File: src/rtl/lcet_pkg.sv
// Shared types and constants for the Li Chao line envelope tree.
// Used by the controller, the datapath and the top level.
`default_nettype none
package lcet_pkg;

  // Operation codes carried by a request
  localparam logic [1:0] OP_LOAD   = 2'd0;
  localparam logic [1:0] OP_INSERT = 2'd1;
  localparam logic [1:0] OP_QUERY  = 2'd2;
  localparam logic [1:0] OP_CLEAR  = 2'd3;

  // Configuration register indexes
  localparam logic REG_MIN_MODE    = 1'b0;
  localparam logic REG_POINT_COUNT = 1'b1;
  localparam int   CFG_WIDTH       = 11;

  // Coordinate table read selects
  localparam logic [1:0] CSEL_LO  = 2'd0;
  localparam logic [1:0] CSEL_HI  = 2'd1;
  localparam logic [1:0] CSEL_MID = 2'd2;

  // Insert evaluation steps: t at lo, t at hi, v at lo, v at hi, t at mid, v at mid
  localparam logic [2:0] EV_LAST = 3'd6;

  typedef struct packed {
    logic [1:0]         opcode;
    logic [9:0]         point_index;
    logic signed [31:0] point_value;
    logic signed [31:0] slope;
    logic signed [47:0] intercept;
    logic signed [31:0] query_point;
  } lcet_req_t;

  typedef struct packed {
    logic signed [63:0] envelope_value;
    logic               line_present;
  } lcet_rsp_t;

  typedef struct packed {
    logic       load_coord;
    logic       init;
    logic       clr_wr;
    logic       rd_node;
    logic       rd_coord;
    logic [1:0] coord_sel;
    logic       put_new;
    logic       latch_t;
    logic       latch_xr;
    logic       latch_xm;
    logic       mul_en;
    logic       add_en;
    logic [2:0] ev;
    logic       decide;
    logic       q_mul;
    logic       q_acc;
    logic       out_load;
  } lcet_cmd_t;

  typedef struct packed {
    logic used;
    logic clr_last;
    logic ins_stop;
    logic q_stop;
    logic out_free;
  } lcet_sts_t;

endpackage
`default_nettype wire

File: src/rtl/lcet_ctrl.sv
// Sequencer for the line envelope tree: clearing pass, insert and query descent.
// Depends on lcet_pkg; drives the datapath through lcet_cmd_t.
`default_nettype none
module lcet_ctrl (
  input  wire logic               clk,
  input  wire logic               rst,
  input  wire logic               req_valid,
  input  wire logic [1:0]         opcode,
  output      logic               req_ready,
  input  wire lcet_pkg::lcet_sts_t sts,
  output      lcet_pkg::lcet_cmd_t cmd
);
  import lcet_pkg::*;

  localparam logic [3:0] S_CLR  = 4'd0;
  localparam logic [3:0] S_IDLE = 4'd1;
  localparam logic [3:0] S_IRN  = 4'd2;
  localparam logic [3:0] S_IRR  = 4'd3;
  localparam logic [3:0] S_IRM  = 4'd4;
  localparam logic [3:0] S_IEV  = 4'd5;
  localparam logic [3:0] S_IDEC = 4'd6;
  localparam logic [3:0] S_QRN  = 4'd7;
  localparam logic [3:0] S_QMUL = 4'd8;
  localparam logic [3:0] S_QADD = 4'd9;
  localparam logic [3:0] S_QOUT = 4'd10;

  logic [3:0] state, state_next;
  logic [2:0] ev, ev_next;

  // Advance state and evaluation step
  always_ff @(posedge clk) begin
    if (rst) begin
      state <= S_CLR;
      ev    <= '0;
    end else begin
      state <= state_next;
      ev    <= ev_next;
    end
  end

  // Decode state into datapath commands
  always_comb begin
    state_next = state;
    ev_next    = ev;
    cmd        = '0;
    cmd.ev     = ev;
    req_ready  = 1'b0;
    case (state)
      S_CLR: begin
        cmd.clr_wr = 1'b1;
        if (sts.clr_last) state_next = S_IDLE;
      end
      S_IDLE: begin
        req_ready = 1'b1;
        if (req_valid) begin
          case (opcode)
            OP_LOAD:   cmd.load_coord = 1'b1;
            OP_INSERT: begin
              cmd.init   = 1'b1;
              state_next = S_IRN;
            end
            OP_QUERY: begin
              cmd.init   = 1'b1;
              state_next = S_QRN;
            end
            default:   state_next = S_CLR;
          endcase
        end
      end
      S_IRN: begin
        cmd.rd_node   = 1'b1;
        cmd.rd_coord  = 1'b1;
        cmd.coord_sel = CSEL_LO;
        state_next    = S_IRR;
      end
      S_IRR: begin
        if (!sts.used) begin
          cmd.put_new = 1'b1;
          state_next  = S_IDLE;
        end else begin
          cmd.latch_t   = 1'b1;
          cmd.rd_coord  = 1'b1;
          cmd.coord_sel = CSEL_HI;
          state_next    = S_IRM;
        end
      end
      S_IRM: begin
        cmd.latch_xr  = 1'b1;
        cmd.rd_coord  = 1'b1;
        cmd.coord_sel = CSEL_MID;
        ev_next       = '0;
        state_next    = S_IEV;
      end
      S_IEV: begin
        cmd.latch_xm = (ev == 3'd0);
        cmd.mul_en   = (ev != EV_LAST);
        cmd.add_en   = (ev != 3'd0);
        ev_next      = ev + 3'd1;
        if (ev == EV_LAST) state_next = S_IDEC;
      end
      S_IDEC: begin
        cmd.decide = 1'b1;
        state_next = sts.ins_stop ? S_IDLE : S_IRN;
      end
      S_QRN: begin
        cmd.rd_node   = 1'b1;
        cmd.rd_coord  = 1'b1;
        cmd.coord_sel = CSEL_MID;
        state_next    = S_QMUL;
      end
      S_QMUL: begin
        if (!sts.used) begin
          state_next = S_QOUT;
        end else begin
          cmd.q_mul    = 1'b1;
          cmd.latch_xm = 1'b1;
          state_next   = S_QADD;
        end
      end
      S_QADD: begin
        cmd.q_acc  = 1'b1;
        state_next = sts.q_stop ? S_QOUT : S_QRN;
      end
      S_QOUT: begin
        if (sts.out_free) begin
          cmd.out_load = 1'b1;
          state_next   = S_IDLE;
        end
      end
      default: state_next = S_CLR;
    endcase
  end

endmodule
`default_nettype wire

File: config.mk
export PLATFORM = sky130hd
export DESIGN_NAME = lcet_ctrl
export DESIGN_NICKNAME = d
export VERILOG_FILES = /design/src/rtl/lcet_pkg.sv /design/src/rtl/lcet_ctrl.sv
export SDC_FILE = /design/constraint.sdc
export NUM_CORES = 1
export LEC_CHECK = 0
export ABC_AREA = 1
export ABC_CLOCK_PERIOD_IN_PS = 1080
export BUFFER_PORTS_ARGS = -buffer_cell sky130_fd_sc_hd__buf_2
export CAP_MARGIN = 25
export CORE_AREA = 4 4 53 55
export CTS_CLUSTER_SIZE = 25
export DETAILED_ROUTE_END_ITERATION = 10
export DIE_AREA = 0 0 57 59
export GPL_ROUTABILITY_DRIVEN = 0
export GPL_TIMING_DRIVEN = 0
export SLEW_MARGIN = 10
export SYNTH_ARGS = -nofsm -noshare
export SYNTH_HDL_FRONTEND = slang
export SYNTH_SLANG_ARGS = --single-unit
File: constraint.sdc
create_clock -name clk -period 1.08 [get_ports clk]
set_input_delay 0.108 -clock clk [delete_from_list [all_inputs] [get_ports clk]]
set_output_delay 0.108 -clock clk [all_outputs]
set_load 0.005 [all_outputs]
==> results of run 1 <==
metrics by stage:
step	total power [uW]	instances	setup slack, ns	hold WS (ns)
2_1_floorplan	688	118	-0.00262	0.161
3_3_place_gp	839	178	-0.160	0.364
3_5_place_dp	838	178	-0.159	0.364
4_1_cts	1270	193	-0.246	0.0965
5_1_grt	1500	195	-0.390	0.0993
6_report	1390	195	-0.307	0.101
path summary, 6_finish.rpt:
kind,end,cells past startpoint
worst max-delay path,cmd[18],6
worst min-delay path,state[0],2
worst max register to register,state[0],9
worst min register to register,ev[0],1
metal layers:
| layer | global-route usage [%] | wire, um | vias up |
|---|---|---|---|
| li1 | - | - | 462 |
| met1 | 15.5 | 906 | 391 |
| met2 | 25.6 | 1150 | 24 |
| met3 | 4.79 | 146 | 2 |
| met4 | 4.64 | 14 | 0 |
| met5 | 0 | 0 | - |
worst max-delay path, delay by kind of cell (launching register included):
kind                   cells  cell delay, ns
buffers and inverters      3            0.31
flip-flops                 1            0.44
AND/OR/NAND/NOR            3            0.27
power by group through the flow:
stage                     Combinational (uW)  Sequential (uW)  Clock [uW]
after floorplan                          347              341           0
after detailed placement                 489              349           0
final                                    777              376         235
after global routing                     858              379         264
after CTS                                652              371         247
after global placement                   491              347           0
placed cells by master, fill, tap and decap left out, types with 2 or more instances in the layout:
master    instances
a211oi_1          2
a21oi_1           4
a21oi_2           2
buf_2            29
buf_4            11
buf_6             2
clkbuf_4          3
dfxtp_2           2
dfxtp_4           4
ha_1              5
inv_1            22
inv_2             3
inv_6             2
nand2_1          21
nand2_2           8
nand2_4           2
nand3_1           7
nand3_2           3
nor2_1            6
nor2_2            3
nor2_4            9
nor3_2            2
o21ai_1           3
logic make-up after synthesis:
logic type                 after synthesis  synth area share [%]
and+or+nand+nor                         66                  44.9
AOI/OAI and AO/OA                       12                  10.5
buffers and inverters                   28                  15.2
adders and majority gates                5                  9.06
DFF                                      7                  20.3
area by class of cell:
cell class / count / area [um^2] / share of cell area, %
tap: 30 / 37.5 / 3.18
inverter: 28 / 120 / 10.2
clock buffer: 4 / 26.3 / 2.22
sequential: 7 / 158 / 13.3
multi-input combinational: 83 / 569 / 48.2
timing repair buffer: 43 / 270 / 22.9
what timing repair did:
item                       in CTS  in global routing
resized for setup              30                 12
hold buffers                    0                  0
pin swaps                       8                  9
gates cloned                    0                  0
setup buffers                  11                  2
setup endpoints to repair      23                 25
state kept, by name, indices dropped and copies added, names as in the netlist:
name	count
ev	3
state	4
==> out/qor.yml, run 1 <==
critical_path:
  worstPathMaxFanout: 7
  cp.arrival_ns: 1.28
  path_cells: "nand2_8 > buf_4 > clkinv_4 > nand3_2 > nor2_1 > buf_2"
  worstPathRequired_ns: 0.97
  rr_startpoint: "state[0]"
  reg2reg_slack_ns: -0.18
  worst_setup_path_start_kind: "register"
  crit_type: "register to output pin"
  cpPeakStageDelay_ns: 0.44
  worstSetupEndpointType: "output pin"
  critPathSlowestCell: "dfxtp_4"
  cp-startpoint: "state[0]"
grt:
  grt_pass1_wl_mm: 3.76
  grt_pass1_vias: 865
  grt_usage_pct: 14.2
  grt_start_max_net_pins: 8
  antenna_found_initial: 0
  overflow: 0
final_layout:
  area_growth_pct: 71.0
  fin_nets: 181
  fin_area_um2: 1180
  drive_gt1_share_pct: 54.5
  final_util_pct: 49.5
  diodes: 0
  nFillCells: 251
flow_run:
  drv_cap: 0
clocking:
  clk_latency_ns: 0.25
  clkSinkCount: 7
  cts_htree_levels: 1
  cts_buffer_depth: 2
  clkSlewWorstSetupHoldPaths_ns: 0.05
  cts_tree: "done"
  cts_root_buf: "clkbuf_4"
  cts_made_buffers: 3
pwr:
  power.leakage_uw: 0.000655
  seqPwrFrac_pct: 27.1
  clock_power_share_pct: 16.9
  internal-power_uw: 808
  p_per_area_nw_per_um2: 1180
  ir_drop_mv: 0.932
  swShare_pct: 41.8
  p_comb_share_pct: 55.9
  switching_power_uw: 580
sta:
  fin_worst_skew_ns: 0.00398
  hold_viol: 0
  finalSetupTns_ns: -4.23
  setup_ws_ns: -0.307
  timing.final.crit_share_pct: 128
  tightest_slew_ns: 0.192
  grt_setup_unrepaired: "true"
  period_needed_ns: 1.39
  fmax_ghz: 0.721
  drv_slew: 0
  worst_slew_margin_rel_pct: 87.1
  setup_viol: 25
synthesis:
  synth_nets: 133
  yosysTopAreaCellShare_pct: 20.3
  synth.avg_cell_area_um2: 5.85
  synth-seq-area-share_pct: 20.3
  yosysMostFrequentCell: "nand2_1"
  synth_top_cell_by_area: "dfxtp_1"
  synthTopCellsByCount: "nand2_1, inv_1, nor2_1, nand3_1, dfxtp_1"
  yosys_warnings: 0
  ys_ff_latch: 7
  async_flop_share_pct: 0
  syn_area_um2: 691
  synth_edf_count: 0
  synthCells: 118
  yosys-top-cells-area: "dfxtp_1, nand2_1, inv_1"
  synth_flop_cell: "dfxtp_1"
  yosys.cell_types.count: 20
route:
  drt-wirelength-per-cell_um: 11.4
  vias: 879
  drt-pass1-iter-count: 4
  vias_per_cell: 4.51
  drt-initial-drc-count: 12
  drt-total-wl_mm: 2.22
  ant_nets: 0
  remaining_drc_errors: 0
floorplan:
  io_pins: 31
  die-area_um2: 3360
  core_area_um2: 2390
  dieHeight_um: 59
  start_util_pct: 28.9
  rows: 18
  die_x_um: 57
worst_hold_path:
  worstHoldStart: "rst"
  min_path_type: "primary input to register"
place:
  portBuffers: 30
  dpl.hpwl_mm: 1.59
  place_area_um2: 903
outcome:
  outcome: "complete, but fails checks"
  violations: "setup timing"
Power figures use the tool's default switching activity.
==> run 2, diff against run 1 <==
--- a/config.mk
+++ b/config.mk
@@ -9,12 +9,14 @@
 export ABC_CLOCK_PERIOD_IN_PS = 1080
 export BUFFER_PORTS_ARGS = -buffer_cell sky130_fd_sc_hd__buf_2
 export CAP_MARGIN = 25
-export CORE_AREA = 4 4 53 55
+export CELL_PAD_IN_SITES_DETAIL_PLACEMENT = 1
+export CELL_PAD_IN_SITES_GLOBAL_PLACEMENT = 2
+export CORE_AREA = 4 4 66 68
 export CTS_CLUSTER_SIZE = 25
 export DETAILED_ROUTE_END_ITERATION = 10
-export DIE_AREA = 0 0 57 59
+export DIE_AREA = 0 0 70 72
 export GPL_ROUTABILITY_DRIVEN = 0
-export GPL_TIMING_DRIVEN = 0
+export PLACE_DENSITY_LB_ADDON = 0.1
 export SLEW_MARGIN = 10
 export SYNTH_ARGS = -nofsm -noshare
 export SYNTH_HDL_FRONTEND = slang
==> out/qor.yml, run 2 (same netlist as run 1, synthesis figures left out) <==
place:
  portBuffers: 30  # unchanged
  dpl.hpwl_mm: 2.36  # +48%
  place_area_um2: 1090  # +20%
floorplan:
  rows: 23  # +5
  die-area_um2: 5040  # +50%
  start_util_pct: 17.9  # -11 points
  core_area_um2: 3860  # +62%
  dieHeight_um: 72  # +22%
  die_x_um: 70  # +23%
  io_pins: 31  # unchanged
critical_path:
  rr_endpoint: "ev[0]"
  worstPathMaxFanout: 4  # -3
  path_cells: "inv_8 > nand2_8 > nor2_4 > nand2_2 > buf_6 > inv_2 > buf_6"
  critPathSlowestCell: "dfxtp_4"
  worstPathRequired_ns: 0.97  # about the same
  cpMostUsedCell: "buf_6"
  cpPeakStageDelay_ns: 0.38  # -0.06 ns
  path_delay_family: "flip-flops"
  path_buf_inv: 4  # +1
  rr_startpoint: "state[3]"
  reg2reg_slack_ns: -0.24  # -0.06 ns
  cp.arrival_ns: 1.24  # -0.04 ns
  worst_setup_path_start_kind: "register"
  r2r.worst_path.cells: 8  # -1
  crit_type: "register to output pin"
  worstSetupEndpointType: "output pin"
grt:
  grt_pass1_wl_mm: 5.00  # +33%
  grt_pass1_vias: 1089  # +26%
  grt_usage_pct: 12.3  # -1.9 points
  overflow: 0  # unchanged
  antenna_found_initial: 0  # unchanged
  grt_start_max_net_pins: 8  # unchanged
final_layout:
  largest_reg_flops: 4  # unchanged
  layout_common_cells: "buf_2, buf_4, inv_1"
  biggestRegsByFlops: "state (4), ev (3)"
  area_growth_pct: 125
  fin_nets: 204  # +13%
  drive_gt1_share_pct: 68.1  # +14 points
  final_util_pct: 40.3  # -9.2 points
  largest_register: "state"
  layout_commonest_cell: "buf_2"
  fin_area_um2: 1550  # +31%
  diodes: 0  # unchanged
flow_run:
  drv_cap: 0  # unchanged
pwr:
  p_per_area_nw_per_um2: 1120  # -4.4%
  power.leakage_uw: 0.000820  # +25%
  ir_drop_mv: 0.761  # -18%
route:
  drt-pass1-iter-count: 2  # -2
  drt-initial-drc-count: 28  # +16
  drt-wirelength-per-cell_um: 12.7  # +12%
  remaining_drc_errors: 0  # unchanged
  vias: 997  # +13%
  ant_nets: 0  # unchanged
  drt-total-wl_mm: 3.02  # +36%
  vias_per_cell: 4.19  # -7.1%
sta:
  finalSetupTns_ns: -5.08  # -0.856 ns
  fin_worst_skew_ns: 0.00422  # +0.000235 ns
  setup_viol: 25  # unchanged
  fmax_ghz: 0.740  # +2.7%
  drv_slew: 0  # unchanged
  holdWs_ns: 0.151  # +0.0507 ns
  worst_slew_margin_rel_pct: 85.7  # -1.4 points
  tightest_slew_ns: 0.213  # +0.0215 ns
  timing.final.crit_share_pct: 125  # -3.3 points
  hold_viol: 0  # unchanged
  grt_setup_unrepaired: "true"
  setup_ws_ns: -0.271  # +0.0360 ns
  period_needed_ns: 1.35  # -0.0360 ns
outcome:
  violations: "setup timing"
  outcome: "complete, but fails checks"
clocking:
  cts_made_buffers: 3  # unchanged
  cts_tree: "done"
  cts_htree_levels: 1  # unchanged
  cts_root_buf: "clkbuf_8"
  cts_buffer_depth: 2  # unchanged
  clkSlewWorstSetupHoldPaths_ns: 0.04  # about the same
  clkSinkCount: 7  # unchanged
  clk_latency_ns: 0.23  # -0.02 ns
worst_hold_path:
  holdPathEnd: "state[0]"
  hold_depth: 2  # unchanged
  min_path_type: "primary input to register"
  worstHoldStart: "rst"
run 2: cell types whose count changed in the layout (fill, tap and decap cells not counted), moves of 2 or more:
| cell | delta |
|---|---|
| nor2_4 | +3 |
| nand2_1 | -7 |
| nand3_2 | +3 |
| nand3_1 | -3 |
| buf_4 | +12 |
| buf_6 | +14 |
| nand2_2 | +3 |
| buf_2 | -2 |
| nand2_4 | +3 |
| nor2_2 | -2 |
| clkbuf_8 | +3 |
| clkbuf_4 | -3 |
run 2: metal layers:
layer	share of wire, %	GRT usage [%]	routed length (um)
met3	3.7	3.46	112
met5	0	0	0
met2	57	22.6	1710
met1	39	13.5	1170
met4	0.83	4.68	25
run 2: how the worst max path moves through the flow:
stage / startpoint / endpoint / depth (start not counted)
after floorplan: state[1] / state[2] / 8
after global placement: state[2] / state[2] / 7
after detailed placement: state[2] / state[1] / 8
after CTS: state[3] / cmd[8] / 7
after global routing: state[3] / cmd[12] / 6
final: state[3] / cmd[8] / 7
run 2: what timing repair did:
item                                    CTS  global route
resized for setup                        36            47
hold buffers                              0             0
setup buffers                            10             6
pin swaps                                10            19
hold endpoints to repair                  0             0
endpoints found under the setup margin   25            25
gates cloned                              0             0
run 2: area by class of cell:
class                   instances  area [um^2]
fillers                       494         2300
multi-input cells              83          679
repair buffers                 66          488
flip-flops and latches          7          158
inverters                      28          120
well taps                      50         62.6
clock buffers                   4         45.0
run 2: metrics by stage:
stage / power [uW] / instances / setup slack (ns)
6_report: 1750 / 238 / -0.271
5_1_grt: 1880 / 238 / -0.335
4_1_cts: 1550 / 233 / -0.270
3_5_place_dp: 957 / 219 / -0.207
3_3_place_gp: 958 / 219 / -0.193
2_1_floorplan: 688 / 118 / -0.00262
run 2: power breakdown:
part / leakage (uW) / internal [uW] / switching [uW]
Clock: 0.0000228 / 256 / 116
Sequential: 0.0000607 / 292 / 82.5
Combinational: 0.000737 / 502 / 496
Total: 0.000820 / 1050 / 695
==> run 3, diff against run 2 <==
--- a/config.mk
+++ b/config.mk
@@ -5,16 +5,16 @@
 export SDC_FILE = /design/constraint.sdc
 export NUM_CORES = 1
 export LEC_CHECK = 0
-export ABC_AREA = 1
+export ABC_AREA = 0
 export ABC_CLOCK_PERIOD_IN_PS = 1080
 export BUFFER_PORTS_ARGS = -buffer_cell sky130_fd_sc_hd__buf_2
 export CAP_MARGIN = 25
 export CELL_PAD_IN_SITES_DETAIL_PLACEMENT = 1
 export CELL_PAD_IN_SITES_GLOBAL_PLACEMENT = 2
-export CORE_AREA = 4 4 66 68
+export CORE_AREA = 4 4 64 66
 export CTS_CLUSTER_SIZE = 25
 export DETAILED_ROUTE_END_ITERATION = 10
-export DIE_AREA = 0 0 70 72
+export DIE_AREA = 0 0 68 70
 export GPL_ROUTABILITY_DRIVEN = 0
 export PLACE_DENSITY_LB_ADDON = 0.1
 export SLEW_MARGIN = 10
==> out/qor.yml, run 3 <==
sta:
  grt_setup_unrepaired: "true"
  period_needed_ns: 1.50  # +0.144 ns
  hold_viol: 0  # unchanged
  fmax_ghz: 0.669  # -9.7%
  timing.final.crit_share_pct: 138  # +13 points
  finalSetupTns_ns: -7.85  # -2.76 ns
  tightest_slew_ns: 0.347  # +0.133 ns
  fin_worst_skew_ns: 0.00252  # -0.00170 ns
  setup_ws_ns: -0.415  # -0.144 ns
  setup_viol: 25  # unchanged
  drv_slew: 0  # unchanged
  worst_slew_margin_rel_pct: 76.7  # -8.9 points
grt:
  grt_pass1_vias: 1172  # +7.6%
  overflow: 0  # unchanged
  grt_usage_pct: 15.9  # +3.6 points
  grt_pass1_wl_mm: 5.84  # +17%
  grt_start_max_net_pins: 9  # +1
  antenna_found_initial: 0  # unchanged
critical_path:
  critPathSlowestCell: "dfxtp_4"
  worstPathMaxFanout: 7  # +3
  worstPathRequired_ns: 0.97  # about the same
  cp.arrival_ns: 1.39  # +0.15 ns
  path_delay_family: "simple AND/OR/NAND/NOR gates"
  path_cells: "buf_6 > nor4b_4 > and3_1 > buf_2"
  worstSetupEndpointType: "output pin"
  worst_setup_path_start_kind: "register"
  path_buf_inv: 2  # -2
  cpPeakStageDelay_ns: 0.38  # about the same
  crit_type: "register to output pin"
  reg2reg_slack_ns: -0.34  # -0.10 ns
floorplan:
  io_pins: 31  # unchanged
  die_x_um: 68  # -2.9%
  die-area_um2: 4760  # -5.6%
  dieHeight_um: 70  # -2.8%
  rows: 22  # -4.3%
  start_util_pct: 23.2  # +5.3 points
  core_area_um2: 3580  # -7.2%
synthesis:
  synthCells: 101  # -14%
  yosysTopAreaCellShare_pct: 16.9  # -3.4 points
  synth_nets: 116  # -13%
  synth-seq-area-share_pct: 16.9  # -3.4 points
  synth_edf_count: 0  # unchanged
  async_flop_share_pct: 0  # unchanged
  ys_ff_latch: 7  # unchanged
  yosys.cell_types.count: 41  # +110%
  synth_flop_cell: "dfxtp_1"
  yosys_warnings: 0  # unchanged
  synth_top_cell_by_area: "dfxtp_1"
  synthTopCellsByCount: "inv_1, a21oi_1, dfxtp_1, nor2_1, nand2b_1"
  yosys-top-cells-area: "dfxtp_1, ha_1, buf_6"
  synth.avg_cell_area_um2: 8.21  # +40%
  yosysMostFrequentCell: "inv_1"
  syn_area_um2: 830  # +20%
pwr:
  fin_total_pwr_uw: 1430  # -18%
  ir_drop_mv: 0.303  # -60%
  power.leakage_uw: 0.000863  # +5.3%
  p_per_area_nw_per_um2: 780  # -31%
route:
  ant_nets: 0  # unchanged
  drt-total-wl_mm: 3.95  # +31%
  remaining_drc_errors: 0  # unchanged
  vias: 1120  # +12%
  drt-pass1-iter-count: 4  # +2
  drt-wirelength-per-cell_um: 16.6  # +31%
  vias_per_cell: 4.71  # +12%
  drt-initial-drc-count: 40  # +43%
clocking:
  clkSlewWorstSetupHoldPaths_ns: 0.06  # +0.02 ns
  clkSinkCount: 7  # unchanged
  clk_latency_ns: 0.26  # +0.03 ns
  cts_hold_buf: 0  # unchanged
  cts_htree_levels: 1  # unchanged
  cts_buffer_depth: 2  # unchanged
  cts_made_buffers: 3  # unchanged
  cts_root_buf: "clkbuf_4"
  cts_tree: "done"
flow_run:
  drv_cap: 0  # unchanged
final_layout:
  largest_reg_flops: 4  # unchanged
  fin_nets: 206  # +0.98%
  multi_input_area_um2: 812  # +20%
  layout_commonest_cell: "buf_4"
  biggestRegsByFlops: "state (4), ev (3)"
  layout_common_cells: "buf_4, buf_6, buf_2"
  drive_gt1_share_pct: 76.3  # +8.2 points
  final_util_pct: 51.4  # +11 points
  regArea_um2: 158  # unchanged
  area_growth_pct: 122
  nFillCells: 413  # -16%
  diodes: 0  # unchanged
  largest_register: "state"
place:
  pre_cts_slack_ns: -0.443  # -0.236 ns
  dpl.hpwl_mm: 2.33  # -1.3%
  portBuffers: 30  # unchanged
outcome:
  violations: "setup timing"
  outcome: "complete, but fails checks"
worst_hold_path:
  min_path_type: "primary input to register"
-- run 3: final timing paths --
check                start  depth (start not counted)  endpoint
hold / removal         rst                          2     ev[1]
setup reg to reg  state[1]                          5  state[1]
hold reg to reg      ev[1]                          3     ev[1]
setup / recovery  state[3]                          4   cmd[19]
-- run 3: repair_timing --
action,in CTS,in global routing
pin swaps,14,24
setup endpoints to repair,25,25
buffers inserted,18,20
gates resized for setup,46,34
-- run 3: layout make-up --
| class | count | area share [%] |
|---|---|---|
| multi-input cells | 78 | 44.1 |
| repair buffers | 93 | 41.0 |
| clock buffers | 4 | 1.43 |
| well taps | 48 | 3.27 |
| inverters | 8 | 1.63 |
| flip-flops and latches | 7 | 8.57 |
-- run 3: per-layer routing --
metal / global-route usage, % / wire [um]
met1: 18.6 / 1510
met5: 0 / 0
met2: 28.2 / 2180
met4: 5.08 / 154
met3: 3.05 / 105
-- run 3: cells by family after synthesis --
kind of cell    after synthesis  synth area share [%]
compound gates               26                  25.8
simple gates                 45                  35.3
xor+xnor                      1                  1.06
flops                         7                  16.9
fa+ha+maj                     5                  7.54
buf+inv                      16                  12.2
mux                           1                  1.21
-- run 3: power breakdown --
group          internal (uW)  switching [uW]  leakage, uW
combinational            507             378     0.000787
sequential               270            24.9    0.0000607
clock                    142             113    0.0000150
-- run 3: through the flow --
step,std cells,instance area (um^2),hold slack (ns)
finish,238,1840,0.133
global route,238,1840,0.158
CTS,220,1540,0.114
detailed placement,198,1190,0.386
global placement,198,1190,0.391
floorplan,101,857,0.165
